File: src/design/deq_pkg.sv
// Package for the double-ended queue engine: sizes, request and status codes,
// and the command and status structs passed between the controller and the datapath.
// No dependencies; every other design file refers to it by scoped names.
package deq_pkg;

	// Store geometry.
	localparam int DEPTH     = 16;
	localparam int ITEM_BITS = 32;
	localparam int PTR_W     = (DEPTH > 1) ? $clog2(DEPTH) : 1;
	localparam int CNT_W     = $clog2(DEPTH + 1);
	localparam int SUM_W     = PTR_W + 1;
	localparam int ACT_W     = 3;
	localparam int STAT_W    = 2;

	typedef logic [PTR_W-1:0]     ptr_t;
	typedef logic [CNT_W-1:0]     cnt_t;
	typedef logic [SUM_W-1:0]     sum_t;
	typedef logic [ITEM_BITS-1:0] item_t;
	typedef logic [ACT_W-1:0]     action_t;
	typedef logic [STAT_W-1:0]    status_t;

	// Request codes.
	localparam action_t ACT_PUSH_FRONT = 3'd0;
	localparam action_t ACT_PUSH_BACK  = 3'd1;
	localparam action_t ACT_POP_FRONT  = 3'd2;
	localparam action_t ACT_POP_BACK   = 3'd3;
	localparam action_t ACT_PEEK_FRONT = 3'd4;
	localparam action_t ACT_PEEK_BACK  = 3'd5;
	localparam action_t ACT_SIZE       = 3'd6;

	// Response status codes.
	localparam status_t STATUS_OK    = 2'd0;
	localparam status_t STATUS_EMPTY = 2'd1;
	localparam status_t STATUS_FULL  = 2'd2;

	// Command from the controller to the datapath for the beat being accepted.
	typedef struct packed {
		logic    accept;   // a request beat is taken at this edge
		logic    wr;       // store the request item
		logic    rd;       // read an entry for the response
		logic    at_back;  // operate on the back end rather than the front
		logic    remove;   // a read that also removes the entry
		status_t status;   // status reported for this request
	} cmd_t;

	// Queue condition reported by the datapath.
	typedef struct packed {
		logic empty;
		logic full;
	} dp_status_t;

endpackage

File: src/design/deq_if.sv
// Valid/ready channel interfaces for the request and response beats.
// Depends on deq_pkg for the field types.
interface deq_req_if;
	logic              valid;
	logic              ready;
	deq_pkg::action_t  action;
	deq_pkg::item_t    item;

	modport source (output valid, output action, output item, input ready);
	modport sink   (input valid, input action, input item, output ready);
endinterface

interface deq_rsp_if;
	logic              valid;
	logic              ready;
	deq_pkg::status_t  status;
	deq_pkg::item_t    result_item;
	deq_pkg::cnt_t     occupancy;

	modport source (output valid, output status, output result_item, output occupancy,
		input ready);
	modport sink   (input valid, input status, input result_item, input occupancy,
		output ready);
endinterface

File: src/design/deq_ctrl.sv
// Controller of the double-ended queue engine: handshake state machine and
// request decoding into datapath commands. Depends on deq_pkg.
module deq_ctrl (
	input  logic                clk,
	input  logic                arst_n,
	input  logic                req_valid,
	input  deq_pkg::action_t    req_action,
	input  logic                rsp_ready,
	input  deq_pkg::dp_status_t dp_status,
	output logic                req_ready,
	output logic                rsp_valid,
	output deq_pkg::cmd_t       cmd
);

	localparam logic ST_IDLE = 1'b0;
	localparam logic ST_RESP = 1'b1;

	logic state_q;
	logic accept;

	// A new beat is taken when no response is held, or when the held one leaves now.
	assign req_ready = (state_q == ST_IDLE) || rsp_ready;
	assign accept    = req_valid && req_ready;
	assign rsp_valid = (state_q == ST_RESP);

	// The state records whether a response beat is on offer.
	always_ff @(posedge clk or negedge arst_n) begin
		if (!arst_n) begin
			state_q <= ST_IDLE;
		end else if (accept) begin
			state_q <= ST_RESP;
		end else if (rsp_ready) begin
			state_q <= ST_IDLE;
		end
	end

	// Decode the request against the current queue condition.
	always_comb begin
		cmd         = '0;
		cmd.accept  = accept;
		cmd.status  = deq_pkg::STATUS_OK;
		case (req_action)
			deq_pkg::ACT_PUSH_FRONT, deq_pkg::ACT_PUSH_BACK: begin
				cmd.at_back = (req_action == deq_pkg::ACT_PUSH_BACK);
				if (dp_status.full) begin
					cmd.status = deq_pkg::STATUS_FULL;
				end else begin
					cmd.wr = accept;
				end
			end
			deq_pkg::ACT_POP_FRONT, deq_pkg::ACT_POP_BACK,
			deq_pkg::ACT_PEEK_FRONT, deq_pkg::ACT_PEEK_BACK: begin
				cmd.at_back = (req_action == deq_pkg::ACT_POP_BACK) ||
					(req_action == deq_pkg::ACT_PEEK_BACK);
				if (dp_status.empty) begin
					cmd.status = deq_pkg::STATUS_EMPTY;
				end else begin
					cmd.rd     = accept;
					cmd.remove = accept && ((req_action == deq_pkg::ACT_POP_FRONT) ||
						(req_action == deq_pkg::ACT_POP_BACK));
				end
			end
			default: begin
				// Size requests and unused codes leave the queue as it is.
				cmd.status = deq_pkg::STATUS_OK;
			end
		endcase
	end

endmodule

File: src/design/deq_datapath.sv
// Datapath of the double-ended queue engine: ring store, head pointer,
// item count and response registers. Depends on deq_pkg.
module deq_datapath (
	input  logic                clk,
	input  logic                arst_n,
	input  deq_pkg::cmd_t       cmd,
	input  deq_pkg::item_t      item,
	output deq_pkg::dp_status_t dp_status,
	output deq_pkg::status_t    status,
	output deq_pkg::item_t      result_item,
	output deq_pkg::cnt_t       occupancy
);

	deq_pkg::item_t   mem [deq_pkg::DEPTH];
	deq_pkg::ptr_t    head_q;
	deq_pkg::cnt_t    count_q;
	deq_pkg::item_t   rd_q;
	logic             hit_q;
	deq_pkg::status_t status_q;

	deq_pkg::ptr_t head_prev;
	deq_pkg::ptr_t head_next;
	deq_pkg::sum_t tail_sum;
	deq_pkg::sum_t last_sum;
	deq_pkg::ptr_t tail_idx;
	deq_pkg::ptr_t last_idx;
	deq_pkg::ptr_t wr_addr;
	deq_pkg::ptr_t rd_addr;

	// Ring positions around the head, wrapped by one compare each.
	assign head_prev = (head_q == '0) ? deq_pkg::PTR_W'(deq_pkg::DEPTH - 1) : head_q - 1'b1;
	assign head_next = (head_q == deq_pkg::PTR_W'(deq_pkg::DEPTH - 1)) ? '0 : head_q + 1'b1;

	// Free slot behind the back item and the back item itself.
	assign tail_sum = {1'b0, head_q} + deq_pkg::SUM_W'(count_q);
	assign last_sum = tail_sum - 1'b1;
	assign tail_idx = (tail_sum >= deq_pkg::SUM_W'(deq_pkg::DEPTH)) ?
		deq_pkg::PTR_W'(tail_sum - deq_pkg::SUM_W'(deq_pkg::DEPTH)) :
		deq_pkg::PTR_W'(tail_sum);
	assign last_idx = (last_sum >= deq_pkg::SUM_W'(deq_pkg::DEPTH)) ?
		deq_pkg::PTR_W'(last_sum - deq_pkg::SUM_W'(deq_pkg::DEPTH)) :
		deq_pkg::PTR_W'(last_sum);

	assign wr_addr = cmd.at_back ? tail_idx : head_prev;
	assign rd_addr = cmd.at_back ? last_idx : head_q;

	assign dp_status.empty = (count_q == '0);
	assign dp_status.full  = (count_q == deq_pkg::CNT_W'(deq_pkg::DEPTH));

	// Ring store write port.
	always_ff @(posedge clk) begin
		if (cmd.wr) begin
			mem[wr_addr] <= item;
		end
	end

	// Ring store read port with registered data.
	always_ff @(posedge clk) begin
		if (cmd.rd) begin
			rd_q <= mem[rd_addr];
		end
	end

	// Head pointer and item count.
	always_ff @(posedge clk or negedge arst_n) begin
		if (!arst_n) begin
			head_q  <= '0;
			count_q <= '0;
		end else if (cmd.wr) begin
			count_q <= count_q + 1'b1;
			if (!cmd.at_back) begin
				head_q <= head_prev;
			end
		end else if (cmd.remove) begin
			count_q <= count_q - 1'b1;
			if (!cmd.at_back) begin
				head_q <= head_next;
			end
		end
	end

	// Response fields captured with each accepted beat.
	always_ff @(posedge clk or negedge arst_n) begin
		if (!arst_n) begin
			hit_q    <= 1'b0;
			status_q <= deq_pkg::STATUS_OK;
		end else if (cmd.accept) begin
			hit_q    <= cmd.rd;
			status_q <= cmd.status;
		end
	end

	assign status      = status_q;
	assign result_item = hit_q ? rd_q : '0;
	assign occupancy   = count_q;

endmodule

File: src/design/double_ended_queue_engine_core.sv
// Double-ended queue engine, top level. Each request beat on req pushes an item at
// the front or back, pops or peeks at either end, or asks for the size, and yields
// exactly one response beat on rsp with a status, the item read (zero otherwise) and
// the number of items held afterwards. The response appears in the cycle after the
// request is taken and is held until accepted; a new request is taken in the same
// cycle the pending response leaves, so the engine sustains one request per cycle
// while rsp.ready stays high, and otherwise one request per response handshake. The
// single registered read port of the ring store supplies the item read. The ring
// store holds deq_pkg::DEPTH items; a push onto a full store is dropped with status full.
// Depends on deq_pkg, deq_if, deq_ctrl and deq_datapath.
module double_ended_queue_engine_core (
	input logic       clk,
	input logic       arst_n,
	deq_req_if.sink   req,
	deq_rsp_if.source rsp
);

	deq_pkg::cmd_t       cmd;
	deq_pkg::dp_status_t dp_status;

	// Handshake control and request decoding.
	deq_ctrl u_ctrl (
		.clk        (clk),
		.arst_n     (arst_n),
		.req_valid  (req.valid),
		.req_action (req.action),
		.rsp_ready  (rsp.ready),
		.dp_status  (dp_status),
		.req_ready  (req.ready),
		.rsp_valid  (rsp.valid),
		.cmd        (cmd)
	);

	// Ring store and pointers.
	deq_datapath u_datapath (
		.clk         (clk),
		.arst_n      (arst_n),
		.cmd         (cmd),
		.item        (req.item),
		.dp_status   (dp_status),
		.status      (rsp.status),
		.result_item (rsp.result_item),
		.occupancy   (rsp.occupancy)
	);

`ifndef SYNTHESIS
	// An accepted request beat always produces a response beat in the next cycle.
	a_rsp_follows: assert property (@(posedge clk) disable iff (!arst_n)
		(req.valid && req.ready) |=> rsp.valid)
		else $error("response beat missing after accepted request");

	// A full report only occurs with the store full.
	a_full_occ: assert property (@(posedge clk) disable iff (!arst_n)
		(rsp.valid && rsp.status == deq_pkg::STATUS_FULL) |->
		(rsp.occupancy == deq_pkg::CNT_W'(deq_pkg::DEPTH)))
		else $error("full status with spare room in the store");

	// An empty report only occurs with nothing held, and carries a zero item.
	a_empty_occ: assert property (@(posedge clk) disable iff (!arst_n)
		(rsp.valid && rsp.status == deq_pkg::STATUS_EMPTY) |->
		(rsp.occupancy == '0 && rsp.result_item == '0))
		else $error("empty status with items held");

	// The count never exceeds the store depth.
	a_occ_bound: assert property (@(posedge clk) disable iff (!arst_n)
		rsp.occupancy <= deq_pkg::CNT_W'(deq_pkg::DEPTH))
		else $error("occupancy beyond store depth");
`endif

endmodule

File: src/flat_wrapper.sv
// flat-port wrapper written by rule: the top's interface ports become plain ports
module double_ended_queue_engine_core_flat 
  (clk, arst_n, req_valid, req_action, req_item, req_ready, rsp_valid, rsp_status, rsp_result_item, rsp_occupancy, rsp_ready);
  deq_req_if req_i ();
  deq_rsp_if rsp_i ();
  input logic clk;
  input logic arst_n;
  input wire logic [$bits(req_i.valid)-1:0] req_valid;
  input wire logic [$bits(req_i.action)-1:0] req_action;
  input wire logic [$bits(req_i.item)-1:0] req_item;
  output wire logic [$bits(req_i.ready)-1:0] req_ready;
  output wire logic [$bits(rsp_i.valid)-1:0] rsp_valid;
  output wire logic [$bits(rsp_i.status)-1:0] rsp_status;
  output wire logic [$bits(rsp_i.result_item)-1:0] rsp_result_item;
  output wire logic [$bits(rsp_i.occupancy)-1:0] rsp_occupancy;
  input wire logic [$bits(rsp_i.ready)-1:0] rsp_ready;
  assign req_i.valid = req_valid;
  assign req_i.action = req_action;
  assign req_i.item = req_item;
  assign req_ready = req_i.ready;
  assign rsp_valid = rsp_i.valid;
  assign rsp_status = rsp_i.status;
  assign rsp_result_item = rsp_i.result_item;
  assign rsp_occupancy = rsp_i.occupancy;
  assign rsp_i.ready = rsp_ready;
  double_ended_queue_engine_core u_core (.clk(clk), .arst_n(arst_n), .req(req_i), .rsp(rsp_i));
endmodule
File: config.mk
export PLATFORM = sky130hd
export DESIGN_NAME = double_ended_queue_engine_core_flat
export DESIGN_NICKNAME = d
export VERILOG_FILES = /design/src/design/deq_pkg.sv /design/src/design/deq_if.sv /design/src/design/deq_ctrl.sv /design/src/design/deq_datapath.sv /design/src/design/double_ended_queue_engine_core.sv /design/src/flat_wrapper.sv
export SDC_FILE = /design/constraint.sdc
export NUM_CORES = 1
export LEC_CHECK = 0
export BUFFER_PORTS_ARGS = -buffer_cell sky130_fd_sc_hd__buf_4
export CAP_MARGIN = 20
export CORE_MARGIN = 3
export CORE_UTILIZATION = 62
export DETAILED_ROUTE_END_ITERATION = 8
export GPL_TIMING_DRIVEN = 0
export HOLD_SLACK_MARGIN = 0.02
export PLACE_DENSITY = 0.83
export RECOVER_POWER = 50
export SLEW_MARGIN = 10
export SYNTH_ARGS = -nofsm -noshare
export SYNTH_HDL_FRONTEND = slang
export SYNTH_HIERARCHICAL = 1
export SYNTH_SLANG_ARGS = --single-unit
File: constraint.sdc
create_clock -name clk -period 13 [get_ports clk]
set_input_delay 0.65 -clock clk [delete_from_list [all_inputs] [get_ports clk]]
set_output_delay 0.65 -clock clk [all_outputs]
set_load 0.02 [all_outputs]
==> out/results.tsv <==
metric	value	unit
synth_seq_cells	557	
skew	0.0140	ns
drt_iter0_drc	1126	
cts_resized	0	
diodes	0	
crit_start	u_core/u_datapath/occupancy[0]	
slew_headroom	-8.56	%
first_global_vias	11704	
synth_nets	1060	
async_reset_ff_share	2.33	%
p_per_area	239	mW/mm^2
ys_seq_area_share	75.8	%
syn-cell-area	0.0220	mm^2
hold_path_class	input pin to flip-flop	
insertion_delay	0.57	ns
nNetsFinal	1261	
fillerInstances	1933	
dp_hpwl	31400	um
synthCells	1010	
cp-endpoint	u_core/u_datapath/rd_q[28]	
ioPinCount	80	
num_vias	11226	
cts_sinks	557	
max-vdd-ir-drop	0.151	mV
post-route-period-util	31.2	%
start_util	63.3	%
critical_path_class	flip-flop to flip-flop	
port_buffers	79	
p_leak	8.72	nW
p_total	6.07	mW
r2r_start	u_core/u_datapath/occupancy[0]	
clk_pin_slew	0.06	ns
htreeDepth	2	
die_w	194	um
cts_tree	built	
setup_violations	0	
grt_pass1_wl	74800	um
drc	0	
route.met2.wl	25400	um
crit_slowest_cell	fa_1	
wire_per_inst	29.0	um
syn_avg_cell_area	21.8	um^2
postCtsHoldBufs	1	
ys.warnings.count	6	
place_congestion	0.831	
fmax	247	MHz
mostFrequentLayoutCells	edfxtp_1 (544), mux4_2 (127), mux2i_1 (95)	
worst_setup_path_end_kind	flip-flop	
cp_data_arrival_time	4.34	ns
cts_buffer_depth	3	
r2r_end	u_core/u_datapath/rd_q[28]	
path_max_fanout	10	
routed.top_layer	met5	
drive_gt1_share	29.8	%
antenna_found_initial	2	
cts_root_buffer	clkbuf_16	
rsz0062_at_grt	no	
drv_cap	1	
synthDistinctLibCells	43	
coreArea	0.0347	mm^2
ys.flop_type	edfxtp_1	
dieArea	0.0378	mm^2
multi_input_area	0.00505	mm^2
grt_use_total	26.7	%
violations	capacitance limit, slew limit	
cts-buffers-inserted	54	
hold_viol_final	0	
post_cts_buffers	0	
grt_max_degree	21	
reg2reg_depth	10	
fp.dieH	194	um
first_pass_iters	5	
slew_violations	21	
crit_required	13.29	ns
synth_edf_count	544	
layout_commonest_cell	edfxtp_1	
drt-total-wl	49600	um
netlist.area_leader.share	74.3	%
yosysTopAreaCell	edfxtp_1	
fin_setup_tns	0	ns
overflow	0	
startpoint_type	flip-flop	
status	finished, violations left	
dr_wl_met3	3770	um
rows	68	
path_cells	ha_1, fa_1, inv_1, ha_1, a21oi_2, buf_4, buf_2, mux4_2, mux2i_1, mux2i_1	
met1_length	18600	um
final.min_clock_period	4.05	ns
r2r_slack	8.95	ns
synthTopCellsByArea	edfxtp_1 (74%), mux4_2 (13%), mux2i_1 (4.3%)	
worst_slew_pin_slew	1.63	ns
antenna_left	0	
max_stage_delay	0.57	ns
seq_area	0.0167	mm^2
area_delta_synth_final	15.7	%
viasPerCell	6.57	
==> cells in the mapped netlist, types with 2 or more instances <==
cell type    n
and4b_1      2
and2_1      34
a31oi_1      4
xor2_1       5
edfxtp_1   544
mux2_2       5
dfrtp_1     13
a21o_1       3
xnor2_1      4
nor2_1      16
a21oi_2      2
o31ai_1      6
or4_1        3
buf_4       10
inv_1        8
buf_2       20
buf_6       10
o22ai_1      2
nand2_1     11
nand2b_1     3
mux2i_1     95
mux4_2     127
a21oi_1      8
nor3_1      22
nand3_1      5
o21ai_0      9
fa_1         2
ha_1         9
clkbuf_1     8
and3_1       5
nand3b_1     2
o21ai_1      2
==> state kept, by name, summed over array words and instances (netlist names) <==
signal,count
u_core/u_ctrl/rsp_valid,1
u_core/u_datapath/status,2
u_core/u_datapath/hit_q,1
u_core/u_datapath/mem,512
u_core/u_datapath/occupancy,5
u_core/u_datapath/rd_q,32
u_core/u_datapath/head_q,4
==> cells by family (layout without fill, tap and decap cells) <==
kind of cell,count (synthesis),in the layout,synth area share (%)
muxes,227,227,17.6
adders and majority gates,11,11,0.694
AOI/OAI and AO/OA,40,40,1.13
buffers and inverters,57,300,1.60
xor gates and xnor gates,11,11,0.535
and+or+nand+nor,107,107,2.66
DFF,557,557,75.8
==> power by group <==
part	total, mW	internal, mW	leakage (nW)	switching (mW)
logic	2.30	1.02	2.78	1.28
registers	2.18	2.14	5.06	0.0397
clock network	1.59	0.951	0.882	0.639
==> area by class of cell <==
type,instances,share of cell area (%)
sequential,557,65.5
multi-input combinational,396,19.9
clock buffer,64,5.54
timing repair buffer,145,3.93
tap,455,2.24
clock inverter,34,1.56
buffer,48,1.25
inverter,9,0.133
==> metal layers <==
| layer | global-route usage, % | vias up |
|---|---|---|
| met5 | 0 | - |
| met4 | 10.4 | 6 |
| met3 | 4.66 | 141 |
| met2 | 44.7 | 614 |
| met1 | 35.9 | 5869 |
| li1 | - | 4596 |
==> worst min path at each step <==
stage          cells after the start                              to                   startpoint
3_5_place_dp                       1  u_core/u_datapath/occupancy[1]                       arst_n
4_1_cts                            2         u_core/u_ctrl/rsp_valid                    req_valid
2_1_floorplan                      0         u_core/u_ctrl/rsp_valid                       arst_n
3_3_place_gp                       1     u_core/u_datapath/status[1]  u_core/u_datapath/status[1]
5_1_grt                            2         u_core/u_ctrl/rsp_valid                    req_valid
6_report                           2         u_core/u_ctrl/rsp_valid                    req_valid
==> critical path: cells and delay by family, from the launching register on <==
kind,cells,cell delay [ns]
buffers and inverters,3,0.79
AO/OA/AOI/OAI,1,0.52
adder cells (fa/ha/maj),3,1.22
multiplexers,3,0.76
flip-flops,1,0.47
==> per-stage QoR <==
step / hold slack [ns] / util [%] / setup WS [ns] / cells / cell area (um^2)
final: 0.355 / 73.3 / 8.95 / 1708 / 25400
after global routing: 0.367 / 73.3 / 8.87 / 1708 / 25400
after floorplan: 0.354 / - / 8.38 / 1010 / 22000
after detailed placement: 0.506 / 68.6 / 8.89 / 1609 / 23800
after global placement: 0.498 / 66.7 / 5.55 / 1544 / 23100
after CTS: 0.326 / 73.8 / 8.93 / 1708 / 25600
Power figures use the tool's default switching activity.
